==> config.mk <==
export PLATFORM = sky130hd
export DESIGN_NAME = vrsb_queue
export DESIGN_NICKNAME = d
export VERILOG_FILES = /design/src/hdl/vrsb_pkg.sv /design/src/hdl/vrsb_queue.sv
export SDC_FILE = /design/constraint.sdc
export NUM_CORES = 1
export LEC_CHECK = 0
export ABC_AREA = 0
export BUFFER_PORTS_ARGS = -buffer_cell sky130_fd_sc_hd__buf_2
export CAP_MARGIN = 20
export CORE_MARGIN = 2
export CORE_UTILIZATION = 50
export CTS_CLUSTER_SIZE = 24
export DETAILED_ROUTE_END_ITERATION = 7
export GPL_ROUTABILITY_DRIVEN = 0
export PLACE_DENSITY = 0.81
export SETUP_SLACK_MARGIN = 0.02
export SYNTH_ARGS = -nofsm -noshare
export SYNTH_HDL_FRONTEND = slang
export SYNTH_SLANG_ARGS = --single-unit
==> constraint.sdc <==
create_clock -name clk -period 2 [get_ports clk]
set_input_delay 0.1 -clock clk [delete_from_list [all_inputs] [get_ports clk]]
set_output_delay 0.1 -clock clk [all_outputs]
set_load 0.01 [all_outputs]
==> src/hdl/vrsb_pkg.sv <==
package vrsb_pkg;

    localparam int SCREEN_W = 320;
    localparam int SCREEN_H = 200;

    localparam int POINT_W  = 19;   // full-width screen coordinate after centering
    localparam int Q_DEPTH  = 4;
    localparam int QPTR_W   = $clog2(Q_DEPTH);
    localparam int REG_IDX_W = 3;

    localparam logic signed [POINT_W-1:0] CENTER_X = POINT_W'(SCREEN_W / 2);
    localparam logic signed [POINT_W-1:0] CENTER_Y = POINT_W'(SCREEN_H / 2);

    localparam logic signed [15:0] SCREEN_W_16  = 16'(SCREEN_W);
    localparam logic signed [15:0] SCREEN_H_16  = 16'(SCREEN_H);
    localparam logic signed [15:0] BOX_EMPTY_MIN = 16'sh7FFF;
    localparam logic signed [15:0] BOX_EMPTY_MAX = 16'sh8000;
    localparam logic        [15:0] ALIGN_MASK   = 16'hFFF0;

    localparam logic signed [15:0] COSINE_RESET   = 16'sh7FFF;
    localparam logic signed [15:0] SINE_RESET     = 16'sh0000;
    localparam logic        [15:0] SCALE_RESET    = 16'h0000;
    localparam logic signed [15:0] X_SHIFT_RESET  = 16'sh0000;
    localparam logic signed [11:0] Y_OFFSET_RESET = -12'sd27;

    typedef enum logic [REG_IDX_W-1:0] {
        REG_COSINE   = 3'd0,
        REG_SINE     = 3'd1,
        REG_SCALE    = 3'd2,
        REG_X_SHIFT  = 3'd3,
        REG_Y_OFFSET = 3'd4
    } reg_idx_t;

    typedef enum logic [1:0] {
        KIND_POINT = 2'd0,
        KIND_POLY  = 2'd1,
        KIND_FRAME = 2'd2
    } kind_t;

    typedef enum logic [1:0] {
        BK_POINT,
        BK_POLY,
        BK_FRAME
    } back_state_t;

    typedef struct packed {
        logic signed [15:0] vertex_x;
        logic signed [15:0] vertex_y;
        logic signed [15:0] polygon_x_offset;
        logic               polygon_end;
        logic               frame_end;
    } in_word_t;

    typedef struct packed {
        kind_t              kind;
        logic signed [15:0] point_x;
        logic signed [15:0] point_y;
        logic signed [15:0] box_min_x;
        logic signed [15:0] box_max_x;
        logic signed [15:0] box_min_y;
        logic signed [15:0] box_max_y;
        logic               culled;
        logic               last;
    } out_word_t;

    // transformed vertex as it travels from front to back
    typedef struct packed {
        logic signed [POINT_W-1:0] sx;
        logic signed [POINT_W-1:0] sy;
        logic                      pend;
        logic                      fend;
    } point_t;

    typedef struct packed {
        logic   push;
        point_t data;
    } q_wr_t;

    typedef struct packed {
        logic   empty;
        point_t data;
    } q_rd_t;

endpackage

==> src/hdl/vrsb_queue.sv <==
module vrsb_queue (
    input  logic             clk,
    input  logic             rst_n,
    input  vrsb_pkg::q_wr_t  q_wr,
    output logic             q_full,
    input  logic             q_pop,
    output vrsb_pkg::q_rd_t  q_rd
);
    import vrsb_pkg::*;

    point_t            entry_reg [Q_DEPTH];
    logic [QPTR_W-1:0] wr_ptr_reg, rd_ptr_reg;
    logic [QPTR_W:0]   count_reg;
    logic              do_push, do_pop;

    assign q_full     = (count_reg == (QPTR_W+1)'(Q_DEPTH));
    assign q_rd.empty = (count_reg == '0);
    assign q_rd.data  = entry_reg[rd_ptr_reg];
    assign do_push    = q_wr.push && !q_full;
    assign do_pop     = q_pop && !q_rd.empty;

    always_ff @(posedge clk or negedge rst_n)
    begin
        if (!rst_n)
        begin
            wr_ptr_reg <= '0;
            rd_ptr_reg <= '0;
            count_reg  <= '0;
        end
        else
        begin
            if (do_push)
                wr_ptr_reg <= wr_ptr_reg + 1'b1;
            if (do_pop)
                rd_ptr_reg <= rd_ptr_reg + 1'b1;
            if (do_push && !do_pop)
                count_reg <= count_reg + 1'b1;
            else if (do_pop && !do_push)
                count_reg <= count_reg - 1'b1;
        end
    end

    always_ff @(posedge clk)
    begin
        if (do_push)
            entry_reg[wr_ptr_reg] <= q_wr.data;
    end

endmodule

==> flow_summary.json <==
{
  "synthesized_area_per_cell_um2": 25.42,
  "synthAdderAreaFrac_pct": 1.321,
  "power.clock.fraction_pct": 26.5,
  "power_frac_comb_pct": 30.9,
  "post-route-drc-count": 0,
  "diodes": 0,
  "cp_top_family": "simple AND/OR/NAND/NOR gates",
  "postSynth.asyncResetShare_pct": 4.192,
  "final.setup.tns_ps": 0,
  "floorplan.die_area_um2": 13420,
  "detail_route.wl_per_cell_um": 18.84,
  "startpoint_type": "register",
  "power.sequential.fraction_pct": 42.6,
  "ir_worst_vdd_mv": 0.7916,
  "syn_inst": 246,
  "tritoncts": "yes",
  "number_of_inserted_filler_cells_in_the_final_layout": 827,
  "max-cap-violations": 0,
  "cts_max_level": 4,
  "grt_max_degree": 31,
  "synth-compound-area-share_pct": 0,
  "global_route.usage.total_pct": 17.31,
  "power.net_switching_w": 0.003253,
  "cpMaxStageDelayCell": "sky130_fd_sc_hd__or3_4",
  "hold_ws_ps": 51.20,
  "min_period_ps": 1923,
  "fmax_ghz": 0.5199,
  "post-synth-top-area-cell": "sky130_fd_sc_hd__edfxtp_1",
  "post_synth_main_area_contributors": "sky130_fd_sc_hd__edfxtp_1 (77%), sky130_fd_sc_hd__mux4_2 (14%), sky130_fd_sc_hd__dfrtp_1 (2.8%), sky130_fd_sc_hd__buf_12 (1.3%), sky130_fd_sc_hd__ha_1 (1.0%)",
  "ant_nets": 0,
  "rsz_0062_raised_after_global_routing": "true",
  "timing.max_slew.rel_slack_pct": 74.66,
  "timing.setup.critical_path_class": "reg -> reg",
  "cts.path.max_buffers": 2,
  "buffer_ports.inserted": 85,
  "finalSetupViolCount": 0,
  "detailroute.via_count": 2949,
  "seq_total_area_yosys_pct": 79.63,
  "max_stage_delay_ps": 410,
  "layout-area-overhead-vs-synth_pct": 27.19,
  "yosysTopAreaCellShare_pct": 76.83,
  "grt_pass1_vias": 3158,
  "layout_setup_ws_ps": 76.51,
  "yosys.area_share.xor_xnor_pct": 0.8403,
  "io_pins": 86,
  "cts-buffers-inserted": 17,
  "synth_seq_cells": 167,
  "detailed_place.area_um2": 6925,
  "power.internal_w": 0.008086,
  "insertion_delay_ps": 410,
  "antenna_found_initial": 0,
  "run_status": "finished clean",
  "layout_cells_sized_above_1_pct": 44.74,
  "path_common_cell": "sky130_fd_sc_hd__xor2_1",
  "timing.critical_path.cells": "or3_4 > nand2_4 > ha_4 > inv_2 > fa_2 > xor2_1 > nor2_1 > xor2_1",
  "post-place-ws_ps": -76.75,
  "die-width_um": 115.8,
  "final_design_area_no_fill_um2": 7954,
  "initial_utilization_pct": 51.63,
  "number_of_enable_type_register_cells_in_the_synthesized_netlist": 160,
  "synthFlopType": "sky130_fd_sc_hd__edfxtp_1",
  "yosysWarningCount": 0,
  "yosys.cell_count.top_type": "sky130_fd_sc_hd__edfxtp_1",
  "fp-row-count": 40,
  "overflow": 0,
  "post-place-cells": 502,
  "die-height_um": 115.8,
  "dominant_combinational_cell_family_by_area_after_synthesis": "multiplexers",
  "dpl.hpwl_mm": 6.388,
  "critical_path_buf_inv_count": 1,
  "hold_class": "in -> async",
  "report.final.hold_viol_count": 0,
  "leakagePower_nw": 2.818,
  "drv_slew": 0,
  "power-per-cell-area_nw_per_um2": 1426,
  "crit_required_ps": 2330,
  "final_net_count": 446,
  "cts_num_sinks": 167,
  "path_clk_slew_ps": 60,
  "detail_route.wirelength_mm": 10.87,
  "root_buffer": "sky130_fd_sc_hd__clkbuf_16",
  "synthMuxAreaShare_pct": 14.95,
  "arrival_ps": 2250,
  "final.setup_skew_ps": 7.158,
  "drtIter0Drc": 217,
  "core_region_area_um2": 12110,
  "worstSetupEndpointType": "register",
  "instances_no_fill": 577,
  "largest_reg_flops": 160,
  "area_share_of_and_or_nand_nor_cells_after_synthesis_pct": 1.000,
  "netlist_top_cells_count": "sky130_fd_sc_hd__edfxtp_1 (160), sky130_fd_sc_hd__mux4_2 (38), sky130_fd_sc_hd__dfrtp_1 (7), sky130_fd_sc_hd__ha_1 (5)",
  "netSwitchingFraction_pct": 28.69,
  "drt-pass1-iter-count": 4,
  "post_route_fraction_of_the_period_consumed_by_the_critical_path_pct": 96.17,
  "timing_worst_slew_pin_value_ps": 380.1,
  "synth_cell_types": 22,
  "grt_first_pass_wirelength_mm": 16.88,
  "timing.critical_path.fanout_max": 2,
  "vias_per_cell": 5.111,
  "netlist_area_um2": 6253,
  "synth.net_count": 296
}
-- kinds of logic after synthesis --
logic type                 after synthesis
adders and majority gates                6
DFF                                    167
xor gates and xnor gates                 6
and+or+nand+nor                         10
buffers and inverters                   15
muxes                                   42
-- final timing paths --
| kind | from | endpoint | slack [ps] | cells after the start |
|---|---|---|---|---|
| min reg2reg | count_reg[2]$_DFFE_PN0P_ | count_reg[2]$_DFFE_PN0P_ | 530 | 1 |
| min | rst_n | count_reg[1]$_DFFE_PN0P_ | 50 | 2 |
| max reg2reg | count_reg[1]$_DFFE_PN0P_ | count_reg[2]$_DFFE_PN0P_ | 80 | 8 |
| max in group asynchronous | rst_n | rd_ptr_reg[0]$_DFFE_PN0P_ | 1770 | 2 |
| max | count_reg[1]$_DFFE_PN0P_ | count_reg[2]$_DFFE_PN0P_ | 80 | 8 |
| min in group clk | q_wr[40] | count_reg[0]$_DFFE_PN0P_ | 250 | 4 |
-- layer usage --
layer / wire, um / vias up / track usage (%) / share of wire, %
li1: - / 1336 / - / -
met1: 4691 / 1526 / 22.91 / 43
met2: 5583 / 78 / 28.34 / 51
met3: 484 / 9 / 4.550 / 4.5
met4: 114 / 0 / 6.032 / 1.0
met5: 0 / - / 0 / 0
-- placed cells by master, fill, tap and decap left out, types with 3 or more instances in the layout --
master / Yosys / layout
sky130_fd_sc_hd__clkbuf_16: 0 / 17
sky130_fd_sc_hd__buf_4: 0 / 10
sky130_fd_sc_hd__dlygate4sd3_1: 0 / 42
sky130_fd_sc_hd__inv_1: 4 / 3
sky130_fd_sc_hd__inv_6: 0 / 4
sky130_fd_sc_hd__edfxtp_1: 160 / 160
sky130_fd_sc_hd__xnor2_1: 4 / 4
sky130_fd_sc_hd__buf_2: 4 / 85
sky130_fd_sc_hd__dfrtp_1: 7 / 5
sky130_fd_sc_hd__mux4_2: 38 / 38
sky130_fd_sc_hd__clkinvlp_4: 0 / 3
sky130_fd_sc_hd__buf_12: 4 / 4
sky130_fd_sc_hd__ha_1: 5 / 4
sky130_fd_sc_hd__clkinv_2: 0 / 3
-- what timing repair did --
| action | in CTS | in global routing |
|---|---|---|
| hold endpoints to repair | 169 | 0 |
| resized for setup | 4 | 9 |
| hold buffers | 42 | 0 |
| pin swaps | 2 | 3 |
| endpoints found under the setup margin | 2 | 63 |
| cloned | 0 | 0 |
| setup buffers | 0 | 1 |
-- metrics by stage --
| stage | utilization [%] | total power, W |
|---|---|---|
| 3_3_place_gp | 57.18 | 0.008205 |
| 3_5_place_dp | 57.18 | 0.008305 |
| 4_1_cts | 65.32 | 0.01140 |
| 5_1_grt | 65.67 | 0.01189 |
| 6_report | 65.67 | 0.01134 |
| 2_1_floorplan | - | 0.007173 |
-- power by group through the flow --
stage	Sequential (W)	Clock [W]	Combinational (W)
after detailed placement	0.00490	0	0.00341
after CTS	0.00483	0.00307	0.00350
after global routing	0.00489	0.00321	0.00380
final	0.00483	0.00300	0.00351
after global placement	0.00484	0	0.00336
after floorplan	0.00483	0	0.00234
-- worst reg2reg max path, cell delays in order (launching register included) --
cell and delay, ps:
sky130_fd_sc_hd__dfrtp_1 400, sky130_fd_sc_hd__or3_4 410, sky130_fd_sc_hd__nand2_4 90, sky130_fd_sc_hd__ha_4 140, sky130_fd_sc_hd__inv_2 40, sky130_fd_sc_hd__fa_2 330
sky130_fd_sc_hd__xor2_1 140, sky130_fd_sc_hd__nor2_1 110, sky130_fd_sc_hd__xor2_1 160
-- layout make-up --
class | count | area, um2 | share of cell area, %
inverter | 4 | 15.01 | 0.1888
multi-input combinational | 64 | 1181 | 14.85
timing repair buffer | 142 | 1012 | 12.73
clock buffer | 17 | 425.4 | 5.348
clock inverter | 15 | 127.6 | 1.605
sequential | 167 | 4982 | 62.64
tap | 168 | 210.2 | 2.643
Note: power is estimated with default switching activity, not from simulation.
