`config.mk`:
```
export PLATFORM = sky130hd
export DESIGN_NAME = vrsb_front
export DESIGN_NICKNAME = d
export VERILOG_FILES = /design/src/hdl/vrsb_pkg.sv /design/src/hdl/vrsb_front.sv
export SDC_FILE = /design/constraint.sdc
export NUM_CORES = 2
export LEC_CHECK = 0
export BUFFER_PORTS_ARGS = -buffer_cell sky130_fd_sc_hd__buf_2
export CORE_UTILIZATION = 40
export CTS_BUF_LIST = sky130_fd_sc_hd__clkbuf_8
export DETAILED_ROUTE_END_ITERATION = 10
export GPL_TIMING_DRIVEN = 1
export PLACE_DENSITY = 0.57
export REMOVE_ABC_BUFFERS = 1
export SYNTH_ARGS = -nofsm -noshare
export SYNTH_HDL_FRONTEND = slang
export SYNTH_SLANG_ARGS = --single-unit
```
`constraint.sdc`:
```
create_clock -name clk -period 16.3 [get_ports clk]
set_input_delay 1.63 -clock clk [delete_from_list [all_inputs] [get_ports clk]]
set_output_delay 1.63 -clock clk [all_outputs]
set_load 0.03 [all_outputs]
```
`src/hdl/vrsb_pkg.sv`:
```
package vrsb_pkg;

    localparam int SCREEN_W = 320;
    localparam int SCREEN_H = 200;

    localparam int POINT_W  = 19;   // full-width screen coordinate after centering
    localparam int Q_DEPTH  = 4;
    localparam int QPTR_W   = $clog2(Q_DEPTH);
    localparam int REG_IDX_W = 3;

    localparam logic signed [POINT_W-1:0] CENTER_X = POINT_W'(SCREEN_W / 2);
    localparam logic signed [POINT_W-1:0] CENTER_Y = POINT_W'(SCREEN_H / 2);

    localparam logic signed [15:0] SCREEN_W_16  = 16'(SCREEN_W);
    localparam logic signed [15:0] SCREEN_H_16  = 16'(SCREEN_H);
    localparam logic signed [15:0] BOX_EMPTY_MIN = 16'sh7FFF;
    localparam logic signed [15:0] BOX_EMPTY_MAX = 16'sh8000;
    localparam logic        [15:0] ALIGN_MASK   = 16'hFFF0;

    localparam logic signed [15:0] COSINE_RESET   = 16'sh7FFF;
    localparam logic signed [15:0] SINE_RESET     = 16'sh0000;
    localparam logic        [15:0] SCALE_RESET    = 16'h0000;
    localparam logic signed [15:0] X_SHIFT_RESET  = 16'sh0000;
    localparam logic signed [11:0] Y_OFFSET_RESET = -12'sd27;

    typedef enum logic [REG_IDX_W-1:0] {
        REG_COSINE   = 3'd0,
        REG_SINE     = 3'd1,
        REG_SCALE    = 3'd2,
        REG_X_SHIFT  = 3'd3,
        REG_Y_OFFSET = 3'd4
    } reg_idx_t;

    typedef enum logic [1:0] {
        KIND_POINT = 2'd0,
        KIND_POLY  = 2'd1,
        KIND_FRAME = 2'd2
    } kind_t;

    typedef enum logic [1:0] {
        BK_POINT,
        BK_POLY,
        BK_FRAME
    } back_state_t;

    typedef struct packed {
        logic signed [15:0] vertex_x;
        logic signed [15:0] vertex_y;
        logic signed [15:0] polygon_x_offset;
        logic               polygon_end;
        logic               frame_end;
    } in_word_t;

    typedef struct packed {
        kind_t              kind;
        logic signed [15:0] point_x;
        logic signed [15:0] point_y;
        logic signed [15:0] box_min_x;
        logic signed [15:0] box_max_x;
        logic signed [15:0] box_min_y;
        logic signed [15:0] box_max_y;
        logic               culled;
        logic               last;
    } out_word_t;

    // transformed vertex as it travels from front to back
    typedef struct packed {
        logic signed [POINT_W-1:0] sx;
        logic signed [POINT_W-1:0] sy;
        logic                      pend;
        logic                      fend;
    } point_t;

    typedef struct packed {
        logic   push;
        point_t data;
    } q_wr_t;

    typedef struct packed {
        logic   empty;
        point_t data;
    } q_rd_t;

endpackage

```
`src/hdl/vrsb_front.sv`:
```
module vrsb_front (
    input  logic                                clk,
    input  logic                                rst_n,
    input  logic                                push,
    output logic                                full,
    input  vrsb_pkg::in_word_t                  vertex,
    input  logic                                wr_en,
    input  logic [vrsb_pkg::REG_IDX_W-1:0]      wr_index,
    input  logic [15:0]                         wr_data,
    output vrsb_pkg::q_wr_t                     q_wr,
    input  logic                                q_full
);
    import vrsb_pkg::*;

    logic signed [15:0] cosine_reg;
    logic signed [15:0] sine_reg;
    logic        [15:0] scale_reg;
    logic signed [15:0] x_shift_reg;
    logic signed [11:0] y_offset_reg;

    logic               v0_reg, v1_reg, v2_reg, v3_reg;
    logic [1:0]         f0_reg, f1_reg, f2_reg, f3_reg;   // {pend, fend}
    logic signed [15:0] x_reg, y_reg;
    logic signed [31:0] pxc_reg, pys_reg, pxs_reg, pyc_reg;
    logic signed [16:0] rx_reg, ry_reg;
    logic signed [33:0] mx_reg, my_reg;

    logic               adv;
    logic [15:0]        xsum, ysum;
    logic signed [15:0] x_next, y_next;
    logic signed [32:0] dx, dy;
    logic signed [33:0] mx_next, my_next;

    // the whole pipe holds while the last stage waits on the queue
    assign adv  = !(v3_reg && q_full);
    assign full = !adv;

    always_comb
    begin
        xsum    = vertex.vertex_x + vertex.polygon_x_offset;
        x_next  = {xsum[11:0], 4'b0000} + x_shift_reg;
        ysum    = vertex.vertex_y + {{4{y_offset_reg[11]}}, y_offset_reg};
        y_next  = {ysum[11:0], 4'b0000};
        dx      = $signed({pxc_reg[31], pxc_reg}) - $signed({pys_reg[31], pys_reg});
        dy      = $signed({pxs_reg[31], pxs_reg}) + $signed({pyc_reg[31], pyc_reg});
        mx_next = rx_reg * $signed({1'b0, scale_reg});
        my_next = ry_reg * $signed({1'b0, scale_reg});
    end

    always_comb
    begin
        q_wr.push    = v3_reg && adv;
        q_wr.data.sx = $signed({mx_reg[33], mx_reg[33:16]}) + CENTER_X;
        q_wr.data.sy = $signed({my_reg[33], my_reg[33:16]}) + CENTER_Y;
        q_wr.data.pend = f3_reg[1];
        q_wr.data.fend = f3_reg[0];
    end

    always_ff @(posedge clk or negedge rst_n)
    begin
        if (!rst_n)
        begin
            cosine_reg   <= COSINE_RESET;
            sine_reg     <= SINE_RESET;
            scale_reg    <= SCALE_RESET;
            x_shift_reg  <= X_SHIFT_RESET;
            y_offset_reg <= Y_OFFSET_RESET;
        end
        else if (wr_en)
        begin
            unique case (wr_index)
                REG_COSINE:   cosine_reg   <= wr_data;
                REG_SINE:     sine_reg     <= wr_data;
                REG_SCALE:    scale_reg    <= wr_data;
                REG_X_SHIFT:  x_shift_reg  <= wr_data;
                REG_Y_OFFSET: y_offset_reg <= wr_data[11:0];
                default:      ;
            endcase
        end
    end

    always_ff @(posedge clk or negedge rst_n)
    begin
        if (!rst_n)
        begin
            v0_reg <= 1'b0;
            v1_reg <= 1'b0;
            v2_reg <= 1'b0;
            v3_reg <= 1'b0;
        end
        else if (adv)
        begin
            v0_reg <= push;
            v1_reg <= v0_reg;
            v2_reg <= v1_reg;
            v3_reg <= v2_reg;
        end
    end

    always_ff @(posedge clk)
    begin
        if (adv)
        begin
            x_reg   <= x_next;
            y_reg   <= y_next;
            f0_reg  <= {vertex.polygon_end | vertex.frame_end, vertex.frame_end};
            pxc_reg <= x_reg * cosine_reg;
            pys_reg <= y_reg * sine_reg;
            pxs_reg <= x_reg * sine_reg;
            pyc_reg <= y_reg * cosine_reg;
            f1_reg  <= f0_reg;
            rx_reg  <= dx[32:16];
            ry_reg  <= dy[32:16];
            f2_reg  <= f1_reg;
            mx_reg  <= mx_next;
            my_reg  <= my_next;
            f3_reg  <= f2_reg;
        end
    end

endmodule

```
==> impl.org <==
** Die
- Total Die Area :: 0.1680 mm^2
- The die is 409.9 um wide.
- Core outline area :: 0.1650 mm^2
- Row count :: 149
- During I/O placement, the number of pins put on the boundary was 116.
- For this configuration, the core starts out at a cell density of 0.4034.
- Height of the die :: 409.9 um

** Synthesis
- After synthesis the cells add up to 0.06655 mm^2.
- Number of warnings reported in the yosys synthesis log :: 0
- Count of different cell masters after synthesis :: 79
- For this run, asynchronously set or reset flops after synthesis account for 0.2685.
- Number of flops mapped to enable cells by yosys :: 218
- Top-area cell type share of the netlist area :: 0.4322
- Synthesis inferred 298 register bits.
- Post-synth top cells :: inv_1 (1723), fa_1 (1437), nand2_1 (828), and2_1 (630), ha_1 (535)
- Summed over all instances, the cell type with the most area after synthesis is fa_1.
- Gate Count Post-Synth :: 6897
- In the post-synthesis netlist, the cell with the most instances is inv_1.
- Top cells by area in the synthesized netlist :: fa_1 (43%), ha_1 (10%), edfxtp_1 (9.8%), inv_1 (9.7%), and2_1 (5.9%)
- The most used flip-flop cell after synthesis is edfxtp_1.
- Dividing the synthesized area by the synthesized cell count gives 9.650 um^2.
- Sequential cell area fraction in the yosys report :: 0.1289

** Hold path
- The startpoint identified for the worst hold timing path is f2_reg[1].
- Worst hold path cell count :: 0
- The min-delay analysis places its worst path in the category flop to flop.

** Clock network
- Number of clock sinks :: 298
- The number of setup buffers added after CTS is 0.
- Latest clock arrival within the worst-skew pair :: 0.80 ns
- Clock buffer count from CTS :: 58
- After clock tree synthesis, the clock-pin slew on the worst setup and hold paths is 0.07 ns.
- Number of gates given a new drive strength after cts :: 0
- CTS tree :: built
- Max clock buf depth :: 3
- CTS Hold Buffers Added :: 0
- Clock Root Buffer :: clkbuf_8
- The H-tree was split into 2 levels.

** Cells and area
- Relative to the synthesized area, the layout overhead comes to 6.072%.
- After the last flow step, the layout net total stands at 8898.
- After filler insertion, the fill cell instance count of the layout stands at 15.92k.
- Of the cells placed in the final design, the portion with a size suffix greater than 1 is 0.05506.

** Run
- The tool flagged a number of max-cap violations equal to 0.

** Critical path
- Worst Path Required :: 16.69 ns
- Largest fanout on the critical path :: 17
- Slowest library cell on the worst path :: dfrtp_1
- The cell family contributing the most delay on the critical path is adder cells.
- Count of cells along the worst register-to-register path :: 20
- Most common cell on crit path :: fa_1
- The worst setup path is launched from a flop.
- Critical Setup Path Class :: flop to flop
- Data arrival time at the worst-slack endpoint :: 8.69 ns
- Element type at the critical path end :: flop
- Crit path from :: cosine_reg[15]
- Cell depth of the worst setup path :: 20
- Worst reg-to-reg setup slack :: 8.00 ns
- Delay contributed by the slowest stage of the critical path :: 1.04 ns
- Crit-path cells :: inv_1, nor2_1, fa_1, fa_1, fa_1, fa_1, fa_1, inv_1, fa_1, inv_1, ha_1, a21o_1, a21o_1, a21o_1, a2111oi_0, o21a_1, a21boi_1, o31ai_2, mux2i_1, a2111oi_2
- Startpoint of the lowest-slack register-to-register path :: cosine_reg[15]
- Together, buffers and inverters on the worst path number 3.

** STA
- Setup repair after global routing left no endpoint under its margin.
- Transition at the pin with the smallest max-transition slack :: 1.122 ns
- Setup violations remaining at the end of the flow were counted as 0.
- Headroom to the max-slew limit came out at 0.2477.
- For the final database, setup skew stands at 0.08761 ns.
- Static timing analysis puts the maximum clock frequency at 120.5 MHz.
- Number of pins with negative max-slew slack in the final report :: 0
- In the final timing run, aggregate negative setup slack is 0 ns.
- Final critical-path share of the clock period :: 0.5093
- Final min period :: 8.301 ns
- The hold violation count in the final report came to 0.

** Placed design
- Final HPWL DP :: 125400 um
- Number of input and output port buffers inserted :: 103
- Final weighted congestion of routability-driven global placement :: 0.8550

** Route
- The count of nets left with antenna violations once routing finished came out at 0.
- Via density per instance :: 4.905
- Number of iterations in the first detailed-routing pass :: 10
- # DRC :: 32
- The first routing iteration left 2200 violations.
- Number of vias after detailed routing :: 44.61k
- Total Wirelength :: 157900 um
- In the final routed layout, each cell accounts on average for 17.36 um.

** Outcome
- The checks that failed: DRC.
- The run finished, with violations left.

** GRT
- Wire length of the first global-routing pass :: 264100 um
- The number of antenna violations at the first check in global routing came to 9.
- Entering global routing, the biggest net connects 66 pins.
- After global routing the overflow that remains totals 0.
- The via count of the first global-routing pass came to 49.51k.
- Across every metal layer, demand over resource in global routing totals 0.1974.
## layout by cell type (no fill, tap or decap), drive strengths merged, types with 6 or more instances in the layout
master	count
nor2b	20
nand4	19
nor3	58
and3	25
dfstp	24
xor2	58
o211ai	11
o21bai	24
nor2	157
a211oi	15
a211o	7
dfrtp	56
a21o	48
edfxtp	218
o31ai	11
o21a	32
o21ai	70
inv	1744
o2111ai	6
a31oi	12
buf	177
fa	1437
clkinv	18
or3	16
and2	631
ha	535
xnor2	174
a21oi	141
mux2	76
nand2	828
nand2b	49
a21boi	10
nand3	43
clkbuf	65
## cell type report
type | instances | area [um^2] | share of cell area
inverters | 1724 | 6471 | 0.09167
well taps | 2189 | 2739 | 0.03880
flip-flops and latches | 298 | 8578 | 0.1215
clock inverters | 45 | 360.3 | 0.005104
repair buffers | 177 | 1074 | 0.01521
multi-input cells | 4593 | 50470 | 0.7150
diodes | 2 | 5.005 | 0.00007089
clock buffers | 65 | 894.6 | 0.01267
## worst paths after layout
check / to
max: pxc_reg[31]
min: f3_reg[1]
max reg2reg: pxc_reg[31]
min reg2reg: f3_reg[1]
max in group asynchronous: scale_reg[12]
min in group asynchronous: x_shift_reg[7]
## cells by family after synthesis
logic type      Yosys count  synth area share
buf+inv                2006            0.1136
flops                   298            0.1289
compound gates          435           0.04268
xor+xnor                233           0.03087
mux                      79           0.01331
fa+ha+maj              1972            0.5328
simple gates           1874            0.1379
## per-layer routing
layer  vias to the layer above  global-route usage  routed length (um)  part of all wire
met3                       178             0.02042                6437             0.041
li1                      20381                   -                   -                 -
met2                       805              0.3447               77720              0.49
met4                         0             0.04593                3381             0.021
met5                         -                   0                   0                 0
met1                     23241              0.2628               70350              0.45
## worst reg2reg max path, delay by kind of cell (launching register included)
family          cells  cell delay (ns)
compound gates      8             2.53
fa+ha+maj           7             3.17
buf+inv             3             0.74
flops               1             1.04
mux                 1             0.13
simple gates        1             0.28
## per-stage QoR
step           hold slack, ns    util  instance area (um^2)  worst slack (ns)  instances
5_1_grt                0.4307  0.4279                 70590             7.638       9092
3_5_place_dp           0.4045  0.4202                 69340             8.021       8981
3_3_place_gp           0.4003  0.4202                 69340             8.109       8981
4_1_cts                0.4018  0.4278                 70590             7.949       9091
2_1_floorplan          0.4003       -                 65470             7.120       6615
6_report               0.4076  0.4279                 70600             7.999       9093
Power is left out: the tool's default activity adds up to more than one toggle a clock period on the data nets, which glitch-free logic cannot reach.
