$ cat config.mk
export PLATFORM = sky130hd
export DESIGN_NAME = vrsb_back
export DESIGN_NICKNAME = d
export VERILOG_FILES = /design/src/hdl/vrsb_pkg.sv /design/src/hdl/vrsb_back.sv
export SDC_FILE = /design/constraint.sdc
export NUM_CORES = 1
export LEC_CHECK = 0
export BUFFER_PORTS_ARGS = -buffer_cell sky130_fd_sc_hd__buf_2
export CORE_ASPECT_RATIO = 1.1
export CORE_UTILIZATION = 40
export DETAILED_ROUTE_END_ITERATION = 8
export GPL_TIMING_DRIVEN = 0
export HOLD_SLACK_MARGIN = 0.15
export SLEW_MARGIN = 40
export SYNTH_ARGS = -nofsm -noshare
export SYNTH_HDL_FRONTEND = slang
export SYNTH_SLANG_ARGS = --single-unit
$ cat constraint.sdc
create_clock -name clk -period 5.59 [get_ports clk]
set_input_delay 1.118 -clock clk [delete_from_list [all_inputs] [get_ports clk]]
set_output_delay 1.118 -clock clk [all_outputs]
set_load 0.01 [all_outputs]
$ cat src/hdl/vrsb_pkg.sv
package vrsb_pkg;

    localparam int SCREEN_W = 320;
    localparam int SCREEN_H = 200;

    localparam int POINT_W  = 19;   // full-width screen coordinate after centering
    localparam int Q_DEPTH  = 4;
    localparam int QPTR_W   = $clog2(Q_DEPTH);
    localparam int REG_IDX_W = 3;

    localparam logic signed [POINT_W-1:0] CENTER_X = POINT_W'(SCREEN_W / 2);
    localparam logic signed [POINT_W-1:0] CENTER_Y = POINT_W'(SCREEN_H / 2);

    localparam logic signed [15:0] SCREEN_W_16  = 16'(SCREEN_W);
    localparam logic signed [15:0] SCREEN_H_16  = 16'(SCREEN_H);
    localparam logic signed [15:0] BOX_EMPTY_MIN = 16'sh7FFF;
    localparam logic signed [15:0] BOX_EMPTY_MAX = 16'sh8000;
    localparam logic        [15:0] ALIGN_MASK   = 16'hFFF0;

    localparam logic signed [15:0] COSINE_RESET   = 16'sh7FFF;
    localparam logic signed [15:0] SINE_RESET     = 16'sh0000;
    localparam logic        [15:0] SCALE_RESET    = 16'h0000;
    localparam logic signed [15:0] X_SHIFT_RESET  = 16'sh0000;
    localparam logic signed [11:0] Y_OFFSET_RESET = -12'sd27;

    typedef enum logic [REG_IDX_W-1:0] {
        REG_COSINE   = 3'd0,
        REG_SINE     = 3'd1,
        REG_SCALE    = 3'd2,
        REG_X_SHIFT  = 3'd3,
        REG_Y_OFFSET = 3'd4
    } reg_idx_t;

    typedef enum logic [1:0] {
        KIND_POINT = 2'd0,
        KIND_POLY  = 2'd1,
        KIND_FRAME = 2'd2
    } kind_t;

    typedef enum logic [1:0] {
        BK_POINT,
        BK_POLY,
        BK_FRAME
    } back_state_t;

    typedef struct packed {
        logic signed [15:0] vertex_x;
        logic signed [15:0] vertex_y;
        logic signed [15:0] polygon_x_offset;
        logic               polygon_end;
        logic               frame_end;
    } in_word_t;

    typedef struct packed {
        kind_t              kind;
        logic signed [15:0] point_x;
        logic signed [15:0] point_y;
        logic signed [15:0] box_min_x;
        logic signed [15:0] box_max_x;
        logic signed [15:0] box_min_y;
        logic signed [15:0] box_max_y;
        logic               culled;
        logic               last;
    } out_word_t;

    // transformed vertex as it travels from front to back
    typedef struct packed {
        logic signed [POINT_W-1:0] sx;
        logic signed [POINT_W-1:0] sy;
        logic                      pend;
        logic                      fend;
    } point_t;

    typedef struct packed {
        logic   push;
        point_t data;
    } q_wr_t;

    typedef struct packed {
        logic   empty;
        point_t data;
    } q_rd_t;

endpackage

$ cat src/hdl/vrsb_back.sv
module vrsb_back (
    input  logic                 clk,
    input  logic                 rst_n,
    input  vrsb_pkg::q_rd_t      q_rd,
    output logic                 q_pop,
    output logic                 empty,
    input  logic                 pop,
    output vrsb_pkg::out_word_t  result
);
    import vrsb_pkg::*;

    back_state_t        state_reg, state_next;
    logic               cur_valid_reg;
    point_t             cur_reg;
    logic               out_valid_reg;
    out_word_t          out_reg;

    logic signed [15:0] p_min_x_reg, p_max_x_reg, p_min_y_reg, p_max_y_reg;
    logic signed [15:0] f_min_x_reg, f_max_x_reg, f_min_y_reg, f_max_y_reg;

    logic               out_load, emit, done, load_cur;
    out_word_t          word;
    logic signed [15:0] mn, mx, mn_h, mx_h, diff, cnt;
    logic               culled;

    assign out_load = !out_valid_reg || pop;
    assign emit     = cur_valid_reg && out_load;
    assign q_pop    = !cur_valid_reg || done;
    assign load_cur = q_pop && !q_rd.empty;
    assign empty    = !out_valid_reg;
    assign result   = out_reg;

    always_ff @(posedge clk or negedge rst_n)
    begin
        if (!rst_n)
            state_reg <= BK_POINT;
        else
            state_reg <= state_next;
    end

    always_comb
    begin
        done       = 1'b0;
        state_next = state_reg;
        if (emit)
        begin
            unique case (state_reg)
                BK_POINT:
                begin
                    done       = !cur_reg.pend;
                    state_next = BK_POLY;
                end
                BK_POLY:
                begin
                    done       = !cur_reg.fend;
                    state_next = BK_FRAME;
                end
                BK_FRAME:
                begin
                    done       = 1'b1;
                    state_next = BK_POINT;
                end
                default:
                begin
                    done       = 1'b1;
                    state_next = BK_POINT;
                end
            endcase
        end
        if (q_pop)
            state_next = BK_POINT;
    end

    // frame box reduced to an aligned byte offset and a word count, plus the polygon cull test
    always_comb
    begin
        mn = (f_min_x_reg < 16'sd0) ? 16'sd0 : f_min_x_reg;
        mx = (f_max_x_reg >= SCREEN_W_16) ? (SCREEN_W_16 - 16'sd1) : f_max_x_reg;
        mn_h = $signed(mn & ALIGN_MASK) >>> 1;
        mx_h = $signed(mx & ALIGN_MASK) >>> 1;
        diff = mx_h - mn_h;
        cnt  = (diff >>> 3) + 16'sd1;
        culled = (p_max_y_reg < 16'sd0) || (p_min_y_reg >= SCREEN_H_16) ||
                 (p_max_x_reg < 16'sd0) || (p_min_x_reg >= SCREEN_W_16);
    end

    always_comb
    begin
        word = '0;
        unique case (state_reg)
            BK_POINT:
            begin
                word.kind    = KIND_POINT;
                word.point_x = cur_reg.sx[15:0];
                word.point_y = cur_reg.sy[15:0];
                word.last    = !cur_reg.pend;
            end
            BK_POLY:
            begin
                word.kind      = KIND_POLY;
                word.box_min_x = p_min_x_reg;
                word.box_max_x = p_max_x_reg;
                word.box_min_y = p_min_y_reg;
                word.box_max_y = p_max_y_reg;
                word.culled    = culled;
                word.last      = !cur_reg.fend;
            end
            BK_FRAME:
            begin
                word.kind      = KIND_FRAME;
                word.box_min_x = mn_h;
                word.box_max_x = cnt;
                word.box_min_y = f_min_y_reg;
                word.box_max_y = f_max_y_reg;
                word.last      = 1'b1;
            end
            default:
                word = '0;
        endcase
    end

    always_ff @(posedge clk or negedge rst_n)
    begin
        if (!rst_n)
        begin
            cur_valid_reg <= 1'b0;
            out_valid_reg <= 1'b0;
        end
        else
        begin
            if (q_pop)
                cur_valid_reg <= !q_rd.empty;
            if (out_load)
                out_valid_reg <= emit;
        end
    end

    always_ff @(posedge clk)
    begin
        if (load_cur)
            cur_reg <= q_rd.data;
        if (emit)
            out_reg <= word;
    end

    always_ff @(posedge clk or negedge rst_n)
    begin
        if (!rst_n)
        begin
            p_min_x_reg <= BOX_EMPTY_MIN;
            p_max_x_reg <= BOX_EMPTY_MAX;
            p_min_y_reg <= BOX_EMPTY_MIN;
            p_max_y_reg <= BOX_EMPTY_MAX;
            f_min_x_reg <= BOX_EMPTY_MIN;
            f_max_x_reg <= BOX_EMPTY_MAX;
            f_min_y_reg <= BOX_EMPTY_MIN;
            f_max_y_reg <= BOX_EMPTY_MAX;
        end
        else if (emit)
        begin
            unique case (state_reg)
                BK_POINT:
                begin
                    // compare at full width, keep the low 16 bits
                    if (cur_reg.sx < POINT_W'(p_min_x_reg))
                        p_min_x_reg <= cur_reg.sx[15:0];
                    if (cur_reg.sx > POINT_W'(p_max_x_reg))
                        p_max_x_reg <= cur_reg.sx[15:0];
                    if (cur_reg.sy < POINT_W'(p_min_y_reg))
                        p_min_y_reg <= cur_reg.sy[15:0];
                    if (cur_reg.sy > POINT_W'(p_max_y_reg))
                        p_max_y_reg <= cur_reg.sy[15:0];
                end
                BK_POLY:
                begin
                    if (f_min_x_reg > p_min_x_reg)
                        f_min_x_reg <= p_min_x_reg;
                    if (f_max_x_reg < p_max_x_reg)
                        f_max_x_reg <= p_max_x_reg;
                    if (f_min_y_reg > p_min_y_reg)
                        f_min_y_reg <= p_min_y_reg;
                    if (f_max_y_reg < p_max_y_reg)
                        f_max_y_reg <= p_max_y_reg;
                    p_min_x_reg <= BOX_EMPTY_MIN;
                    p_max_x_reg <= BOX_EMPTY_MAX;
                    p_min_y_reg <= BOX_EMPTY_MIN;
                    p_max_y_reg <= BOX_EMPTY_MAX;
                end
                BK_FRAME:
                begin
                    f_min_x_reg <= BOX_EMPTY_MIN;
                    f_max_x_reg <= BOX_EMPTY_MAX;
                    f_min_y_reg <= BOX_EMPTY_MIN;
                    f_max_y_reg <= BOX_EMPTY_MAX;
                end
                default: ;
            endcase
        end
    end

endmodule

==> metrics.yaml <==
cts:
  cts_hold_buf: 0
  cts_root_buf: "clkbuf_16"
  cts_repair_resize_count: 0
  clkSlewWorstSetupHoldPaths_ps: 60
  clock_insertion_delay_worst_skew_ps: 570
  tritoncts.num_buffers: 31
  post_cts.repair.setup_buffers: 0
  clock-sinks: 272
  cts_htree_levels: 1
  clock_path_buffers: 3
  tritoncts: "yes"
placed_design:
  io_buffer_count: 145
  place_hpwl_um: 29590
  gp_congestion: 0.8939
timing:
  fmax_ghz: 0.2562
  max_slew_margin_pct: 44.60
  rsz0062_at_grt: "false"
  layout_min_cycle_time_ps: 3903
  finalMaxSlewViolations: 0
  final_min_period_over_clock_period_pct: 69.83
  finalSetupTns_ps: 0
  report.final.setup_viol: 0
  post_route_skew_ps: 18.28
  finalHoldViolations: 0
  tightestPinTransition_ps: 825.4
synthesis:
  yosys.area_share.simple_pct: 9.521
  post_synthesis_mux_area_share_pct: 0.2081
  post_synth_adder_cell_area_pct: 13.49
  sequential_share_of_the_synthesized_area_pct: 52.58
  yosys.cell_types.count: 75
  syn_area_sq_mm: 0.01443
  mappedNetlistNets: 1400
  average_cell_area_after_synthesis_sq_um: 12.02
  synth-xor-area-share_pct: 0.9711
  ys.flop_type: "edfxtp_1"
  post_synth_edffs: 140
  yosys.area.top_type_share_pct: 29.13
  async_flop_share_pct: 48.53
  synth_compound_area_share_pct: 19.08
  yosys.area.top_type: "edfxtp_1"
  synth_seq_cells: 272
  yosys-top-cells-area: "edfxtp_1, ha_1, dfrtp_1"
  yosys_warnings: 0
  synthesis.instances: 1201
  dominant_combinational_cell_family_by_area_after_synthesis: "compound AO/OA/AOI/OAI gates"
floorplan:
  die_h_um: 201.2
  coreArea_sq_mm: 0.03531
  starting_density_of_the_core_pct: 40.86
  num_io_pins: 146
  number_of_rows_created_at_floorplan: 72
  die-area_sq_mm: 0.03684
  die_w_um: 183.1
detailed_routing:
  drt-wirelength-per-cell_um: 20.95
  finalWirelength_um: 39620
  vias_per_cell: 5.520
  drt_pre_antenna_iters: 6
  dr_total_vias: 10440
  drt_drc_violations_left: 0
  ant_nets: 0
  drtIter0Drc: 675
setup_path:
  endpoint_kind: "flop"
  crit_path_max_fanout: 7
  worst-endpoint-required_ps: 6000
  cp-start-kind: "flop"
  cp.arrival_ps: 4320
  crit_path_class: "reg2reg"
layout:
  n_antenna_cell: 0
  fillCellCount: 3336
  largest_reg_flops: 100
  flow.area_growth_from_synthesis_pct: 17.51
  area.sequential_sq_mm: 0.007587
  footprint_of_the_multi_input_gates_sq_mm: 0.006254
  finalNetCount: 1585
  final_layout_size_suffix_gt1_share_pct: 22.62
global_routing:
  globalRouteOverflowTotal: 0
  grt_antenna_before_repair: 0
  grt_first_pass_wirelength_um: 61970
  grt_start_max_net_pins: 55
  grtUsageTotal_pct: 21.94
  first_global_vias: 10650
power:
  post-layout-total-power_mw: 10.40
  p_leak_nw: 7.483
  vdd_drop_max_mv: 0.3190
  p_per_area_mw_per_mm2: 613.5
job:
  cap_viol_max_count: 0
hold_path:
  worst_hold_path_type: "in2async"
run_status:
  outcome: "completed"
==> placed cells by master, fill, tap and decap left out, types with 32 or more instances in the layout <==
cell and n:
buf_2 157, o22a_1 58, dfstp_2 64, a22o_1 45, inv_1 94, and2_1 47, edfxtp_1 140, dfrtp_1 68
ha_1 154, a22oi_1 52, a21o_1 43, nor2_1 77, a21oi_1 33, nand2_1 32
==> kinds of logic after synthesis <==
family / count (synthesis)
AOI/OAI and AO/OA: 357
DFF: 272
and+or+nand+nor: 257
adders and majority gates: 155
buffers and inverters: 141
xor gates and xnor gates: 16
muxes: 3
==> metal layers <==
layer	track usage (%)	routed length (um)	part of all wire, %	vias up
li1	-	-	-	4926
met1	27.44	16880	43	5226
met2	39.38	20330	51	218
met3	2.425	1316	3.3	68
met4	6.786	1092	2.8	0
met5	0	0	0	-
==> cell type report <==
cell class | count | share of cell area [%]
multi-input combinational | 788 | 36.88
sequential | 272 | 44.75
clock inverter | 16 | 0.8486
tap | 481 | 3.549
inverter | 95 | 2.103
timing repair buffer | 152 | 5.269
clock buffer | 41 | 5.151
buffer | 46 | 1.454
==> metrics by stage <==
step	instance area [sq um]	utilization (%)	std cells	setup WS [ps]	hold WS (ps)
6_report	16960	48.02	1891	1687	444.5
5_1_grt	16960	48.02	1891	1415	429.5
4_1_cts	16960	48.01	1891	1671	405.1
3_5_place_dp	15940	45.13	1834	1588	467.2
3_3_place_gp	15760	44.62	1827	-3689	465.9
2_1_floorplan	14430	-	1201	13.14	448.1
==> critical path: stages, from the launching register on <==
cell,delay (ps)
dfrtp_1,420
nor4_1,300
a31oi_1,280
or2_2,390
fa_1,480
a21o_1,220
a311oi_1,260
o211ai_1,170
nand4b_4,230
or4_4,520
nor3b_2,190
o21ai_1,90
a21oi_1,190
==> report_power, final <==
group	internal [mW]	total [mW]	switching (mW)
combinational	1.98	4.76	2.78
clock	1.19	2.01	0.826
sequential	3.04	3.63	0.593
total	6.20	10.4	4.20
==> Yosys cell counts (14+ instances only) <==
library cell and count:
dfstp_2 64, nand3_1 14, nor2_1 77, a21oi_1 33, a22o_1 45, ha_1 154
a32o_1 15, a21o_1 43, o22a_1 58, o21ai_0 24, nor2b_1 14, clkbuf_1 26
inv_1 94, nand4_1 24, edfxtp_1 140, nand2_1 32, dfrtp_1 68, a22oi_1 52
and2_1 48
==> worst paths after layout <==
check / start / slack (ps) / cells past startpoint / end
max: f_max_x_reg[12]$_DFFE_PN0P_ / 1690 / 12 / result[44]$_DFFE_PP_
min: rst_n / 440 / 1 / p_max_y_reg[4]$_DFFE_PN0P_
max reg2reg: f_max_x_reg[12]$_DFFE_PN0P_ / 1690 / 12 / result[44]$_DFFE_PP_
min reg2reg: f_max_y_reg[15]$_DFFE_PN1P_ / 480 / 2 / f_max_y_reg[15]$_DFFE_PN1P_
max in group asynchronous: rst_n / 4230 / 3 / f_min_x_reg[5]$_DFFE_PN1P_
min in group clk: f_max_y_reg[15]$_DFFE_PN1P_ / 480 / 2 / f_max_y_reg[15]$_DFFE_PN1P_
(Power assumes the default switching activity.)
